### config.mk
export PLATFORM = sky130hd
export DESIGN_NAME = ps2_mouse_cursor_tracker
export DESIGN_NICKNAME = d
export VERILOG_FILES = /design/src/hw/rtl/ps2mct_pkg.sv /design/src/hw/rtl/ps2_mouse_cursor_tracker.sv
export SDC_FILE = /design/constraint.sdc
export NUM_CORES = 1
export LEC_CHECK = 0
export BUFFER_PORTS_ARGS = -buffer_cell sky130_fd_sc_hd__buf_4
export CAP_MARGIN = 25
export CORE_MARGIN = 10
export CORE_UTILIZATION = 60
export DETAILED_ROUTE_END_ITERATION = 6
export PLACE_DENSITY = 0.83
export SETUP_SLACK_MARGIN = 0.3
export SLEW_MARGIN = 20
export SYNTH_ARGS = -nofsm -noshare
export SYNTH_HDL_FRONTEND = slang
export SYNTH_SLANG_ARGS = --single-unit
### constraint.sdc
create_clock -name i_clk -period 7 [get_ports i_clk]
set_input_delay 0.35 -clock i_clk [delete_from_list [all_inputs] [get_ports i_clk]]
set_output_delay 0.35 -clock i_clk [all_outputs]
set_load 0.05 [all_outputs]
### src/hw/rtl/ps2mct_pkg.sv
// types and constants for the ps/2 mouse cursor tracker
package ps2mct_pkg;

    // screen size registers
    localparam int unsigned SIZE_W = 13;
    localparam int unsigned CFG_INDEX_W = 1;

    localparam logic [CFG_INDEX_W-1:0] CFG_SCREEN_WIDTH  = 1'd0;
    localparam logic [CFG_INDEX_W-1:0] CFG_SCREEN_HEIGHT = 1'd1;

    localparam logic [SIZE_W-1:0] SCREEN_WIDTH_RESET  = 13'd1024;
    localparam logic [SIZE_W-1:0] SCREEN_HEIGHT_RESET = 13'd768;

    // header byte fields
    localparam logic [7:0] HDR_SYNC_MASK  = 8'hC0;
    localparam int unsigned HDR_ALWAYS1_BIT = 3;
    localparam int unsigned HDR_MIDDLE_BIT  = 2;
    localparam int unsigned HDR_RIGHT_BIT   = 1;
    localparam int unsigned HDR_LEFT_BIT    = 0;

    // color codes
    localparam logic [1:0] COLOR_NONE   = 2'd0;
    localparam logic [1:0] COLOR_WHITE  = 2'd1;
    localparam logic [1:0] COLOR_RED    = 2'd2;
    localparam logic [1:0] COLOR_BLUE   = 2'd3;

    // place of the next byte within a packet
    typedef enum logic [1:0] {
        POS_HEADER = 2'd0,
        POS_X      = 2'd1,
        POS_Y      = 2'd2
    } t_byte_pos;

endpackage

### src/hw/rtl/ps2_mouse_cursor_tracker.sv
// ps/2 mouse packet decoder with clamped cursor tracking
//
// input channel: one raw mouse byte per request (i_in_valid / o_in_ready,
// i_data_byte). bytes are gathered into three-byte packets; while waiting
// for a header, bytes with bit 7 or 6 set or bit 3 clear are dropped.
// output channel: one request per packet (o_out_valid / i_out_ready) with
// the clamped cursor column and row, the button color and the blank flag.
// config channel: i_cfg_valid / o_cfg_ready with index 0 screen width and
// index 1 screen height; always ready, write only while idle.
// the result is registered and shown in the cycle after the third byte is
// accepted. bytes go in at one byte per cycle unless a third byte is held
// back by the single result register behind the add and clamp logic.
// when the receiver stalls, header and x bytes are still taken; the next
// third byte waits until the pending result is taken or is being taken.
// reset (synchronous, active low) sets the cursor to 0,0, the packet
// position to the header and the screen size to 1024 by 768.
module ps2_mouse_cursor_tracker #(
    parameter int unsigned COORD_BITS = 12
) (
    input  logic                          i_clk,
    input  logic                          i_rst_n,
    input  logic                          i_in_valid,
    output logic                          o_in_ready,
    input  logic [7:0]                    i_data_byte,
    output logic                          o_out_valid,
    input  logic                          i_out_ready,
    output logic [COORD_BITS-1:0]         o_cursor_x,
    output logic [COORD_BITS-1:0]         o_cursor_y,
    output logic [1:0]                    o_button_color,
    output logic                          o_glyph_blank,
    input  logic                          i_cfg_valid,
    output logic                          o_cfg_ready,
    input  logic [ps2mct_pkg::CFG_INDEX_W-1:0] i_cfg_index,
    input  logic [ps2mct_pkg::SIZE_W-1:0] i_cfg_data
);
    import ps2mct_pkg::*;

    // working width for sums and limits
    localparam int unsigned CALC_W =
        (COORD_BITS + 2 > SIZE_W + 1) ? COORD_BITS + 2 : SIZE_W + 1;
    localparam logic signed [CALC_W-1:0] COORD_LIMIT =
        CALC_W'(1) << COORD_BITS;

    t_byte_pos r_pos, n_pos;

    logic [SIZE_W-1:0]     r_width, r_height;
    logic [7:0]            r_header, r_x_step;
    logic [COORD_BITS-1:0] r_pos_x, r_pos_y, n_pos_x, n_pos_y;
    logic                  r_out_valid;
    logic [1:0]            r_color, n_color;
    logic                  r_blank, n_blank;

    logic in_fire;
    logic hdr_ok;
    logic load_header;
    logic load_x;
    logic load_result;

    function automatic logic [COORD_BITS-1:0] clamp_coord(
        input logic signed [CALC_W-1:0] v,
        input logic [SIZE_W-1:0]        size
    );
        logic signed [CALC_W-1:0] limit;
        logic signed [CALC_W-1:0] res;
        limit = signed'(CALC_W'(size));
        if (size == '0) begin
            limit = CALC_W'(1);
        end
        if (limit > COORD_LIMIT) begin
            limit = COORD_LIMIT;
        end
        res = v;
        if (res >= limit) begin
            res = limit - CALC_W'(1);
        end
        if (res < 0) begin
            res = '0;
        end
        return res[COORD_BITS-1:0];
    endfunction

    assign hdr_ok = ((i_data_byte & HDR_SYNC_MASK) == 8'h00) && i_data_byte[HDR_ALWAYS1_BIT];

    // a third byte needs the result register free; other bytes go in always
    assign o_in_ready = (r_pos == POS_HEADER) || (r_pos == POS_X)
                        || !r_out_valid || i_out_ready;
    assign in_fire = i_in_valid && o_in_ready;
    assign o_cfg_ready = 1'b1;

    // next packet position
    always_comb begin
        n_pos = r_pos;
        if (in_fire) begin
            case (r_pos)
                POS_HEADER: n_pos = hdr_ok ? POS_X : POS_HEADER;
                POS_X:      n_pos = POS_Y;
                default:    n_pos = POS_HEADER;
            endcase
        end
    end

    // load strobes per packet position
    always_comb begin
        load_header = 1'b0;
        load_x      = 1'b0;
        load_result = 1'b0;
        case (r_pos)
            POS_HEADER: load_header = in_fire && hdr_ok;
            POS_X:      load_x      = in_fire;
            default:    load_result = in_fire;
        endcase
    end

    // cursor update and button decode
    always_comb begin
        n_pos_x = clamp_coord(signed'(CALC_W'(r_pos_x))
                              + CALC_W'(signed'(r_x_step)), r_width);
        n_pos_y = clamp_coord(signed'(CALC_W'(r_pos_y))
                              - CALC_W'(signed'(i_data_byte)), r_height);
        if (r_header[HDR_LEFT_BIT]) begin
            n_color = COLOR_BLUE;
        end else if (r_header[HDR_RIGHT_BIT]) begin
            n_color = COLOR_RED;
        end else if (r_header[HDR_MIDDLE_BIT]) begin
            n_color = COLOR_WHITE;
        end else begin
            n_color = COLOR_NONE;
        end
        n_blank = r_header[HDR_LEFT_BIT] | r_header[HDR_RIGHT_BIT]
                  | r_header[HDR_MIDDLE_BIT];
    end

    always_ff @(posedge i_clk) begin
        if (!i_rst_n) begin
            r_pos       <= POS_HEADER;
            r_pos_x     <= '0;
            r_pos_y     <= '0;
            r_out_valid <= 1'b0;
            r_width     <= SCREEN_WIDTH_RESET;
            r_height    <= SCREEN_HEIGHT_RESET;
        end else begin
            r_pos <= n_pos;
            if (load_result) begin
                r_pos_x     <= n_pos_x;
                r_pos_y     <= n_pos_y;
                r_out_valid <= 1'b1;
            end else if (i_out_ready) begin
                r_out_valid <= 1'b0;
            end
            if (i_cfg_valid) begin
                case (i_cfg_index)
                    CFG_SCREEN_WIDTH:  r_width  <= i_cfg_data;
                    CFG_SCREEN_HEIGHT: r_height <= i_cfg_data;
                    default: ;
                endcase
            end
        end
    end

    // payload registers
    always_ff @(posedge i_clk) begin
        if (load_header) begin
            r_header <= i_data_byte;
        end
        if (load_x) begin
            r_x_step <= i_data_byte;
        end
        if (load_result) begin
            r_color <= n_color;
            r_blank <= n_blank;
        end
    end

    assign o_out_valid    = r_out_valid;
    assign o_cursor_x     = r_pos_x;
    assign o_cursor_y     = r_pos_y;
    assign o_button_color = r_color;
    assign o_glyph_blank  = r_blank;

`ifndef SYNTHESIS
    // a new result only follows a third byte
    a_result_from_third: assert property (@(posedge i_clk) disable iff (!i_rst_n)
        $rose(r_out_valid) |-> $past(in_fire && r_pos == POS_Y))
        else $error("result appeared without a third byte");

    // a third byte never overwrites a pending result
    a_no_overwrite: assert property (@(posedge i_clk) disable iff (!i_rst_n)
        (in_fire && r_pos == POS_Y) |-> (!r_out_valid || i_out_ready))
        else $error("third byte accepted over a pending result");

    // blank flag agrees with the color code
    a_blank_color: assert property (@(posedge i_clk) disable iff (!i_rst_n)
        r_out_valid |-> (r_blank == (r_color != COLOR_NONE)))
        else $error("blank flag and color code disagree");
`endif

endmodule

==> results.sh <==
export IMPL_outcome="complete, no violations"
export IMPL_drt_initial_drc_count=328
export IMPL_ir_worst_vdd_mv=0.142
export IMPL_synth_nets=673
export IMPL_wl_per_cell_um=16.7
export IMPL_ys_warn_count=0
export IMPL_r2r_slack_ns=2.68
export IMPL_crit_start="o_cursor_y[0]"
export IMPL_syn_to_final_growth_pct=13.0
export IMPL_synthCells=590
export IMPL_end_kind="register"
export IMPL_num_antenna_cells=0
export IMPL_path_cells="inv_1 > ha_1 > inv_1 > fa_1 > a21oi_1 > o2111ai_1 > a41o_1 > a21oi_1 > xnor2_1 > ha_1 > nand2_1 > o21ai_0 > a41oi_1 > o21ai_0 > o22ai_1 > buf_4 > mux2_2 > a22o_1"
export IMPL_crit_path_max_incr_delay_ns=0.60
export IMPL_cp_data_arrival_time_ns=4.56
export IMPL_fin_nets=723
export IMPL_ys_seq_elements=67
export IMPL_multi_input_area_um2=3260
export IMPL_leakage_nw=2.44
export IMPL_r2r_start="o_cursor_y[0]"
export IMPL_grt_overflow=0
export IMPL_cp_start_kind="register"
export IMPL_die_y_um=111
export IMPL_reg2reg_depth=18
export IMPL_endpoint="o_cursor_y[3]"
export IMPL_synthArstFlopShare_pct=0
export IMPL_cts_sinks=67
export IMPL_post_cts_setup_buffers=0
export IMPL_core_area_um2=8130
export IMPL_power_density_nw_per_um2=160
export IMPL_clockRootBuffer="clkbuf_8"
export IMPL_dp_hpwl_mm=9.79
export IMPL_ant_nets=0
export IMPL_cts_buffers=9
export IMPL_ys_flop_type="dfxtp_1"
export IMPL_dieArea_um2=12300
export IMPL_synthesis_area_um2=4950
export IMPL_clk_path_buf_depth=2
export IMPL_hp_class="in -> reg"
export IMPL_finalCoreUtilization_pct=68.8
export IMPL_regArea_um2=1480
export IMPL_max_cap_violations=0
export IMPL_finalHoldViolations=0
export IMPL_rsz0062_at_grt="false"
export IMPL_ys_seq_area_share_pct=29.9
export IMPL_rows=33
export IMPL_wl_mm=12.5
export IMPL_crit_path_max_fanout=10
export IMPL_grt_usage_pct=19.9
export IMPL_clk_latency_ns=0.36
export IMPL_ys_types=60
export IMPL_worst_ep_required_time_ns=7.24
export IMPL_slew_viol_final=0
export IMPL_avgSynthCellArea_um2=8.40
export IMPL_die_w_um=111
export IMPL_start_util_pct=60.9
export IMPL_antenna_found_initial=0
export IMPL_period_minus_slack_ns=4.32
export IMPL_io_pins=57
export IMPL_cts_tree="built"
export IMPL_worstMarginPinSlew_ns=0.982
export IMPL_remaining_drc_errors=0
export IMPL_crit_type="reg -> reg"
export IMPL_avgViaCountPerCell=5.94
export IMPL_grt_pass1_wl_mm=20.9
export IMPL_num_vias=4455
export IMPL_grt_pass1_vias=4248
export IMPL_p_total_mw=0.896
export IMPL_grt_max_degree=32
export IMPL_port_buffers=55
export IMPL_slowest_stage="o22ai_1"
export IMPL_gp_congestion=0.976
export IMPL_cts_resized=0
export IMPL_rr_endpoint="o_cursor_y[3]"
export IMPL_finClkSkew_ns=0.0117
export IMPL_drive_above_1_share_pct=13.6
export IMPL_fin_tns_setup_ns=0
export IMPL_cts_hold_buf=0
export IMPL_nFillCells=656
export IMPL_setup_viol=0
export IMPL_path_clk_slew_ns=0.07
export IMPL_synth_edf_count=14
export IMPL_slew_headroom_pct=34.4
export IMPL_firstDrtPassIters=5
export IMPL_htreeDepth=3
export IMPL_fmax_mhz=232
export IMPL_fin_crit_sh_pct=61.7
[logic make-up (layout without fill, tap and decap cells)]
logic type	after synthesis	count (layout)	share of synthesized area (%)
DFF	67	67	29.9
buffers and inverters	52	107	4.34
xor gates and xnor gates	27	27	4.77
and+or+nand+nor	213	213	20.6
muxes	21	21	4.47
AOI/OAI and AO/OA	153	153	21.4
adders and majority gates	56	56	14.4
other	1	1	0.0757
[cells in the mapped netlist (all sizes together) (10+ instances only)]
master	instances	area (um^2)
a21boi	27	203
a21oi	31	155
clkbuf	15	56.3
dfxtp	53	1060
edfxtp	14	420
ha	54	676
inv	33	124
mux2i	12	120
nand2	99	372
nand2b	13	81.3
nand3	12	60.1
nor2	25	93.8
nor2b	12	75.1
nor3	18	90.1
o21a	10	75.1
o21ai	29	145
xnor2	20	175
[layout make-up]
class | instances | area share (%)
clock buffers | 11 | 2.53
clock inverters | 5 | 0.514
inverters | 33 | 2.21
multi-input cells | 471 | 58.2
flip-flops and latches | 67 | 26.5
well taps | 105 | 2.35
repair buffers | 58 | 7.78
[routing by layer]
layer  track usage [%]  up-vias  wire, um
met5                 0        -         0
met2              31.2      141      5740
met4              4.95        0       138
met3              5.90       16       812
met1              26.0     2077      5800
li1                  -     2221         -
[registers in the layout, summed over array words and instances, names as in the netlist]
name,cells
r_pos,2
o_cursor_x,12
o_out_valid,1
r_x_step,8
o_glyph_blank,1
o_button_color,2
r_header,3
r_height,13
r_width,13
o_cursor_y,12
[worst min-delay path by stage]
stage                         startpoint       endpoint  slack (ns)  depth (start not counted)
after floorplan           i_data_byte[0]    r_header[0]        0.45                          0
after global placement     o_cursor_x[5]  o_cursor_x[5]        0.47                          2
after detailed placement      r_width[1]     r_width[1]        0.49                          2
after CTS                 i_data_byte[5]    r_x_step[5]        0.17                          1
after global routing      i_data_byte[5]    r_x_step[5]        0.16                          1
final                     i_data_byte[5]    r_x_step[5]        0.18                          1
[power breakdown]
group	switching [mW]	leakage (nW)	internal, mW
sequential	0.0131	0.556	0.402
combinational	0.105	1.79	0.0841
clock	0.155	0.0894	0.137
[stage by stage]
| stage | cell area (um^2) | cells | setup WS, ns | hold WS, ns |
|---|---|---|---|---|
| after CTS | 5600 | 750 | 2.73 | 0.175 |
| after global routing | 5600 | 750 | 2.29 | 0.160 |
| after detailed placement | 5430 | 734 | 2.67 | 0.487 |
| after floorplan | 4950 | 590 | 2.76 | 0.449 |
| final | 5600 | 750 | 2.68 | 0.185 |
| after global placement | 5430 | 734 | 2.80 | 0.473 |
[placed cells by master, fill, tap and decap left out, types with 8 or more instances in the layout]
cell type   n
or3_1       8
nor3_1     18
clkbuf_8   10
buf_4      58
nor2b_1    12
ha_1       54
o21a_1     10
a22o_1      9
a21oi_1    31
nand2_1    99
a21boi_0   27
nand3_1    12
inv_1      33
edfxtp_1   14
dfxtp_1    53
o21ai_0    29
mux2i_1    12
nor2_1     25
mux2_2      9
nand2b_1   13
xnor2_1    20
[critical path: cells and delay by family, from the launching register on]
| family | cells | cell delay, ns |
|---|---|---|
| simple gates | 1 | 0.08 |
| buf+inv | 3 | 0.40 |
| fa+ha+maj | 3 | 0.86 |
| flops | 1 | 0.34 |
| compound gates | 9 | 2.01 |
| mux | 1 | 0.35 |
| xor+xnor | 1 | 0.16 |
Note: power is estimated with default switching activity, not from simulation.
